===== config.mk =====
export PLATFORM = sky130hd
export DESIGN_NAME = urlencoded_query_decoder_top_flat
export DESIGN_NICKNAME = d
export VERILOG_FILES = /design/src/hdl/uqd_pkg.sv /design/src/hdl/uqd_if.sv /design/src/hdl/uqd_decode.sv /design/src/hdl/urlencoded_query_decoder_top.sv /design/src/flat_wrapper.sv
export SDC_FILE = /design/constraint.sdc
export NUM_CORES = 1
export LEC_CHECK = 0
export ABC_CLOCK_PERIOD_IN_PS = 10100
export BUFFER_PORTS_ARGS = -buffer_cell sky130_fd_sc_hd__buf_2
export CORE_MARGIN = 10
export CORE_UTILIZATION = 55
export CTS_CLUSTER_DIAMETER = 50
export CTS_CLUSTER_SIZE = 12
export DETAILED_ROUTE_END_ITERATION = 8
export HOLD_SLACK_MARGIN = 0.1
export PLACE_DENSITY = 0.8
export SETUP_SLACK_MARGIN = 0.15
export SLEW_MARGIN = 0
export SYNTH_ARGS = -nofsm -noshare
export SYNTH_HDL_FRONTEND = slang
export SYNTH_HIERARCHICAL = 1
export SYNTH_SLANG_ARGS = --single-unit

===== constraint.sdc =====
create_clock -name clk -period 10.1 [get_ports clk]
set_clock_uncertainty 0.05 [all_clocks]
set_input_delay 1.01 -clock clk [delete_from_list [all_inputs] [get_ports clk]]
set_output_delay 1.01 -clock clk [all_outputs]
set_load 0.05 [all_outputs]

===== src/hdl/uqd_pkg.sv =====
// Shared types, character codes and hex helpers for the query string decoder.
package uqd_pkg;

  localparam logic [7:0] CH_PLUS  = 8'h2B;
  localparam logic [7:0] CH_PCT   = 8'h25;
  localparam logic [7:0] CH_AMP   = 8'h26;
  localparam logic [7:0] CH_EQ    = 8'h3D;
  localparam logic [7:0] CH_SPACE = 8'h20;

  localparam logic OP_BYTE = 1'b0;
  localparam logic OP_END  = 1'b1;

  localparam int MAX_RES = 3;

  typedef logic [1:0] res_cnt_t;

  typedef struct packed {
    logic [7:0] data;
    logic       data_valid;
    logic       in_value;
    logic       pair_end;
    logic       had_equals;
  } res_t;

  localparam res_t RES_NONE = '{data: 8'h00, data_valid: 1'b0, in_value: 1'b0,
                                pair_end: 1'b0, had_equals: 1'b0};

  function automatic logic is_hex(input logic [7:0] c);
    return (c >= 8'h30 && c <= 8'h39) ||
           (c >= 8'h41 && c <= 8'h46) ||
           (c >= 8'h61 && c <= 8'h66);
  endfunction

  function automatic logic [3:0] hex_val(input logic [7:0] c);
    logic [7:0] v;
    v = 8'h00;
    if (c >= 8'h30 && c <= 8'h39) begin
      v = c - 8'h30;
    end else if (c >= 8'h41 && c <= 8'h46) begin
      v = c - 8'h37;
    end else if (c >= 8'h61 && c <= 8'h66) begin
      v = c - 8'h57;
    end
    return v[3:0];
  endfunction

endpackage


===== src/hdl/uqd_if.sv =====
// Valid/ready channel interfaces for query input items and decoded result items.
interface uqd_in_if;
  logic       valid;
  logic       ready;
  logic       op;
  logic [7:0] raw_byte;

  modport source (output valid, output op, output raw_byte, input ready);
  modport sink   (input valid, input op, input raw_byte, output ready);
endinterface

interface uqd_out_if;
  logic       valid;
  logic       ready;
  logic [7:0] data;
  logic       data_valid;
  logic       in_value;
  logic       pair_end;
  logic       had_equals;
  logic       last;

  modport source (output valid, output data, output data_valid, output in_value,
                  output pair_end, output had_equals, output last, input ready);
  modport sink   (input valid, input data, input data_valid, input in_value,
                  input pair_end, input had_equals, input last, output ready);
endinterface


===== src/hdl/uqd_decode.sv =====
// Escape and pair state plus the per-item decode into up to three results.
module uqd_decode (
  input  logic                clk,
  input  logic                rst,
  input  logic                step,
  input  logic                op,
  input  logic [7:0]          raw_byte,
  output uqd_pkg::res_cnt_t   cnt,
  output uqd_pkg::res_t       res [uqd_pkg::MAX_RES]
);

  typedef enum logic [1:0] {
    PH_IDLE  = 2'd0,
    PH_PCT   = 2'd1,
    PH_DIGIT = 2'd2
  } phase_t;

  phase_t     phase, phase_next;
  logic [7:0] held, held_next;
  logic       vp, vp_next;

  always_comb begin
    uqd_pkg::res_cnt_t n;
    logic              done;
    phase_t            ph;
    n          = '0;
    done       = 1'b0;
    res        = '{default: uqd_pkg::RES_NONE};
    held_next  = held;
    vp_next    = vp;
    ph         = phase;
    if (phase != PH_PCT && phase != PH_DIGIT) begin
      ph = PH_IDLE;
    end
    phase_next = ph;

    if (op == uqd_pkg::OP_END) begin
      // emit a pending escape literally, then close the pair
      if (ph == PH_PCT || ph == PH_DIGIT) begin
        res[n] = '{data: uqd_pkg::CH_PCT, data_valid: 1'b1, in_value: vp,
                   pair_end: 1'b0, had_equals: 1'b0};
        n = n + 2'd1;
      end
      if (ph == PH_DIGIT) begin
        res[n] = '{data: held, data_valid: 1'b1, in_value: vp,
                   pair_end: 1'b0, had_equals: 1'b0};
        n = n + 2'd1;
      end
      res[n] = '{data: 8'h00, data_valid: 1'b0, in_value: 1'b0,
                 pair_end: 1'b1, had_equals: vp};
      n          = n + 2'd1;
      vp_next    = 1'b0;
      phase_next = PH_IDLE;
      held_next  = 8'h00;
    end else begin
      if (ph == PH_PCT || ph == PH_DIGIT) begin
        if (uqd_pkg::is_hex(raw_byte)) begin
          done = 1'b1;
          if (ph == PH_PCT) begin
            held_next  = raw_byte;
            phase_next = PH_DIGIT;
          end else begin
            res[n] = '{data: {uqd_pkg::hex_val(held), uqd_pkg::hex_val(raw_byte)},
                       data_valid: 1'b1, in_value: vp,
                       pair_end: 1'b0, had_equals: 1'b0};
            n          = n + 2'd1;
            phase_next = PH_IDLE;
            held_next  = 8'h00;
          end
        end else begin
          // malformed escape: drop back to literal text
          res[n] = '{data: uqd_pkg::CH_PCT, data_valid: 1'b1, in_value: vp,
                     pair_end: 1'b0, had_equals: 1'b0};
          n = n + 2'd1;
          if (ph == PH_DIGIT) begin
            res[n] = '{data: held, data_valid: 1'b1, in_value: vp,
                       pair_end: 1'b0, had_equals: 1'b0};
            n = n + 2'd1;
          end
          phase_next = PH_IDLE;
          held_next  = 8'h00;
        end
      end
      if (!done) begin
        priority if (raw_byte == uqd_pkg::CH_PCT) begin
          phase_next = PH_PCT;
        end else if (raw_byte == uqd_pkg::CH_PLUS) begin
          res[n] = '{data: uqd_pkg::CH_SPACE, data_valid: 1'b1, in_value: vp,
                     pair_end: 1'b0, had_equals: 1'b0};
          n = n + 2'd1;
        end else if (raw_byte == uqd_pkg::CH_AMP) begin
          res[n] = '{data: 8'h00, data_valid: 1'b0, in_value: 1'b0,
                     pair_end: 1'b1, had_equals: vp};
          n       = n + 2'd1;
          vp_next = 1'b0;
        end else if (raw_byte == uqd_pkg::CH_EQ && !vp) begin
          vp_next = 1'b1;
        end else begin
          res[n] = '{data: raw_byte, data_valid: 1'b1, in_value: vp,
                     pair_end: 1'b0, had_equals: 1'b0};
          n = n + 2'd1;
        end
      end
    end
    cnt = n;
  end

  always_ff @(posedge clk) begin
    if (rst) begin
      phase <= PH_IDLE;
      held  <= 8'h00;
      vp    <= 1'b0;
    end else if (step) begin
      phase <= phase_next;
      held  <= held_next;
      vp    <= vp_next;
    end
  end

endmodule


===== src/hdl/urlencoded_query_decoder_top.sv =====
// Top level of the query string decoder: input register, decode, result buffer.
//
//   port    | dir  | item
//   --------+------+--------------------------------------------------------
//   query   | sink | op, raw_byte: one raw byte or the end of the string
//   result  | src  | data, data_valid, in_value, pair_end, had_equals, last
//
// An accepted item waits in the input register and is decoded in the cycle
// it moves to the result buffer; while result.ready is high its results
// leave one per cycle and items with zero or one result sustain one item per
// cycle; other items hold the input until the single result port drains them.
// Synchronous reset empties both registers and clears the escape/pair state.
// A stalled result holds its buffer; the input register still takes one item.
module urlencoded_query_decoder_top (
  input  logic      clk,
  input  logic      rst,
  uqd_in_if.sink    query,
  uqd_out_if.source result
);

  logic                in_full;
  logic                in_op;
  logic [7:0]          in_byte;

  logic                out_full;
  uqd_pkg::res_cnt_t   buf_cnt;
  uqd_pkg::res_cnt_t   idx;
  uqd_pkg::res_t       buf_res [uqd_pkg::MAX_RES];

  uqd_pkg::res_cnt_t   dec_cnt;
  uqd_pkg::res_t       dec_res [uqd_pkg::MAX_RES];
  uqd_pkg::res_t       cur;

  logic out_fire, out_final, buf_free, move;

  assign out_fire  = out_full && result.ready;
  assign out_final = (idx == buf_cnt - 2'd1);
  assign buf_free  = !out_full || (out_fire && out_final);
  assign move      = in_full && buf_free;

  assign query.ready = !in_full || move;

  uqd_decode u_decode (
    .clk      (clk),
    .rst      (rst),
    .step     (move),
    .op       (in_op),
    .raw_byte (in_byte),
    .cnt      (dec_cnt),
    .res      (dec_res)
  );

  always_ff @(posedge clk) begin
    if (rst) begin
      in_full <= 1'b0;
    end else if (query.valid && query.ready) begin
      in_full <= 1'b1;
    end else if (move) begin
      in_full <= 1'b0;
    end
  end

  always_ff @(posedge clk) begin
    if (query.valid && query.ready) begin
      in_op   <= query.op;
      in_byte <= query.raw_byte;
    end
  end

  always_ff @(posedge clk) begin
    if (rst) begin
      out_full <= 1'b0;
      idx      <= '0;
      buf_cnt  <= '0;
    end else if (move && dec_cnt != 2'd0) begin
      out_full <= 1'b1;
      idx      <= '0;
      buf_cnt  <= dec_cnt;
    end else if (out_fire) begin
      // advance within the batch, or drop it after its final result
      if (out_final) begin
        out_full <= 1'b0;
      end else begin
        idx <= idx + 2'd1;
      end
    end
  end

  always_ff @(posedge clk) begin
    if (move && dec_cnt != 2'd0) begin
      buf_res <= dec_res;
    end
  end

  assign cur               = buf_res[idx];
  assign result.valid      = out_full;
  assign result.data       = cur.data;
  assign result.data_valid = cur.data_valid;
  assign result.in_value   = cur.in_value;
  assign result.pair_end   = cur.pair_end;
  assign result.had_equals = cur.had_equals;
  assign result.last       = out_final;

endmodule


===== src/flat_wrapper.sv =====
// flat-port wrapper written by rule: the top's interface ports become plain ports
module urlencoded_query_decoder_top_flat 
  (clk, rst, query_valid, query_op, query_raw_byte, query_ready, result_valid, result_data, result_data_valid, result_in_value, result_pair_end, result_had_equals, result_last, result_ready);
  uqd_in_if query_i ();
  uqd_out_if result_i ();
  input  logic clk;
  input  logic rst;
  input wire logic [$bits(query_i.valid)-1:0] query_valid;
  input wire logic [$bits(query_i.op)-1:0] query_op;
  input wire logic [$bits(query_i.raw_byte)-1:0] query_raw_byte;
  output wire logic [$bits(query_i.ready)-1:0] query_ready;
  output wire logic [$bits(result_i.valid)-1:0] result_valid;
  output wire logic [$bits(result_i.data)-1:0] result_data;
  output wire logic [$bits(result_i.data_valid)-1:0] result_data_valid;
  output wire logic [$bits(result_i.in_value)-1:0] result_in_value;
  output wire logic [$bits(result_i.pair_end)-1:0] result_pair_end;
  output wire logic [$bits(result_i.had_equals)-1:0] result_had_equals;
  output wire logic [$bits(result_i.last)-1:0] result_last;
  input wire logic [$bits(result_i.ready)-1:0] result_ready;
  assign query_i.valid = query_valid;
  assign query_i.op = query_op;
  assign query_i.raw_byte = query_raw_byte;
  assign query_ready = query_i.ready;
  assign result_valid = result_i.valid;
  assign result_data = result_i.data;
  assign result_data_valid = result_i.data_valid;
  assign result_in_value = result_i.in_value;
  assign result_pair_end = result_i.pair_end;
  assign result_had_equals = result_i.had_equals;
  assign result_last = result_i.last;
  assign result_i.ready = result_ready;
  urlencoded_query_decoder_top u_core (.clk(clk), .rst(rst), .query(query_i), .result(result_i));
endmodule

==> metrics <==
slew margin rel. 0.212; critical path required time 10000 ps; core area approximately 6400 µm²; Crit Path Max Fanout 38; Pleak between 1 and 1.5 nW; Critical Path AT 3940 ps; pwr dens approximately 150 nW/µm²; first-pass GRT wire length 14200 µm; share of layout cells above drive strength 1 0.175; Ports 28; standard-cell row count 29; detailed-route wire length about 9000 µm; max cap viols 0; Port Buffers 27; reg-to-reg setup timing slack 6060 ps; nets 391; status finished, final reports clean; clock power share 0.384; period utilization 0.400; RSZ-0062 raised after global routing no; Post-synth top cells edfxtp_1 (45), nand2_1 (32), nor2_1 (32); syn_nets ~380; Post-synth ARST share 0; Logic pwr share 0.104; Post-Synthesis Cells 350; routed vias roughly 2900; die width between 100 and 150 µm; clk sinks a little over 60; post-route DRC violation count 0; setup bufs post-CTS 0; Layout area overhead 9.61%; worst reg2reg path endpoint u_core/buf_res[23]; GP Congestion approximately 1.1; H-tree depth 3; maximum root-to-sink buffer count 2; Yosys top cell area share 0.372; Die Span Y ~100 µm; clk root buf clkbuf_8; DIE AREA approximately 10000 µm²; class of the most critical setup path reg -> reg; leading area contributor after synthesis edfxtp_1; Tmin final 4040 ps; fin util 0.624; worst vdd ir around 0.00011 V; hold buffer count at CTS 0; critical path launch point type register; worst min path class reg -> reg; Clk pin slew, worst setup/hold paths 70 ps; Highest Clock Rate 247 MHz; global route overflow 0; placed wire-length estimate around 6300 µm; post-CTS resize count 0; Final setup viols 0; crit end category register; # diodes 0; sequential power share 0.512; Initial Utilization 0.569; sequential area share after synthesis 0.466; CTS tree yes; vias in the first global route about 2800; largest net degree at the start of global routing 39; worst r2r src u_core/in_byte[1]; Sw Share 0.262; top-count cell post-synth edfxtp_1; TritonCTS Buffers 9; post-synthesis cell type count slightly above 70; top post-synthesis cells by area edfxtp_1 (37%), dfxtp_1 (9.4%), ha_1 (4.1%); Synth Flop Type edfxtp_1; P_sw about 0.15 mW; P_int roughly 0.43 mW; Post-Syn Area approximately 3600 µm²; Clock Latency Late Sink about 340 ps; initial antenna violation count 0; crit path to u_core/buf_res[23]; Total GRT Usage 0.175; total of warnings raised by yosys 6; CP startpoint u_core/in_byte[1]; Worst R2R Path Depth 10; max-slew violations 0; Iter 0 DRT Violations 396; DRT Pass-1 Iters 6; Slew @ Worst Pin around 1200 ps; Avg Vias per Cell between 6 and 7; mean area per synthesized cell around 10 µm²; Routed Antenna Nets 0; Avg WL per Cell between 15 and 20 µm; number of synthesized flops with an enable pin 45; final hold violations 0; Hold Slack between 400 and 500 ps; setup_tns 0 ps; Synth Register Bits 62
[layout make-up]
cell class / count / area, µm²
fill: 518 / 2400
multi-input combinational: 249 / 1790
sequential: 62 / 1690
clock buffer: 11 / 151
timing repair buffer: 27 / 135
tap: 77 / 96.3
inverter: 17 / 63.8
clock inverter: 5 / 57.6
[power by group through the flow]
stage / Sequential (mW) / Combinational, mW / Clock, mW
after detailed placement: 0.304 / 0.0596 / 0
after global placement: 0.303 / 0.0584 / 0
final: 0.299 / 0.0604 / 0.224
after CTS: 0.298 / 0.0600 / 0.229
after floorplan: 0.295 / 0.0510 / 0
after global routing: 0.300 / 0.0647 / 0.239
[logic make-up after synthesis]
family	after synthesis	share of synthesized area
buffers and inverters	39	0.0427
AOI/OAI and AO/OA	93	0.201
and+or+nand+nor	122	0.186
muxes	17	0.0486
adders and majority gates	13	0.0444
xor gates and xnor gates	4	0.0117
DFF	62	0.466
[registers in the layout, indices dropped and copies added (netlist names)]
name	count
u_core/u_decode/phase	2
u_core/buf_res	36
u_core/u_decode/vp	1
u_core/in_full	1
u_core/in_op	1
u_core/result.valid	1
u_core/in_byte	8
u_core/u_decode/held	8
u_core/buf_cnt	2
u_core/idx	2
[worst max-delay path, cell delays in order, from the launching register on]
cell	delay, ps
edfxtp_1	560
inv_1	170
ha_1	320
nor3b_1	400
a311oi_4	120
o21ai_0	320
mux2_2	210
nor2_1	40
a221oi_1	300
o21ai_0	220
a21oi_4	930
[worst min path at each step]
stage	slack, ps	from	depth (start not counted)	end
6_report	470	u_core/u_decode/phase[1]	2	u_core/u_decode/phase[1]
5_1_grt	530	u_core/u_decode/phase[1]	2	u_core/u_decode/phase[1]
4_1_cts	480	u_core/u_decode/phase[1]	2	u_core/u_decode/phase[1]
3_5_place_dp	460	u_core/u_decode/phase[1]	2	u_core/u_decode/phase[1]
3_3_place_gp	450	u_core/u_decode/phase[1]	2	u_core/u_decode/phase[1]
2_1_floorplan	430	u_core/u_decode/phase[1]	2	u_core/u_decode/phase[1]
[cells in the final DEF (no fill, tap or decap), types with 3 or more instances in the layout]
cell type,instances
o22ai_1,4
nor2_1,32
ha_1,12
clkbuf_8,11
a32o_1,4
buf_2,27
a31oi_1,5
mux2i_1,15
a22oi_1,7
o2bb2ai_1,5
and2_1,8
nor3_1,7
o21ai_0,19
nor2b_1,3
nand3b_1,3
xnor2_1,3
edfxtp_1,45
nand3_1,8
inv_1,16
o22a_1,3
and3_1,3
nor4_1,4
a22o_1,5
a21oi_1,9
dfxtp_1,17
a32oi_1,3
nand2_1,32
[per-layer routing]
metal / share of wire / GRT usage / routed length [µm]
met4: 0.021 / 0.0750 / 189
met3: 0.085 / 0.0381 / 765
met5: 0 / 0 / 0
met2: 0.47 / 0.281 / 4220
met1: 0.42 / 0.220 / 3780
[stage by stage]
step	cell area (µm²)	setup slack [ps]	cells	power [mW]
2_1_floorplan	3630	6590	350	0.346
3_3_place_gp	3770	6330	432	0.361
3_5_place_dp	3770	6090	432	0.364
4_1_cts	3980	6080	448	0.587
5_1_grt	3980	5810	448	0.604
6_report	3980	6060	448	0.583
Note: power is estimated with default switching activity, not from simulation.
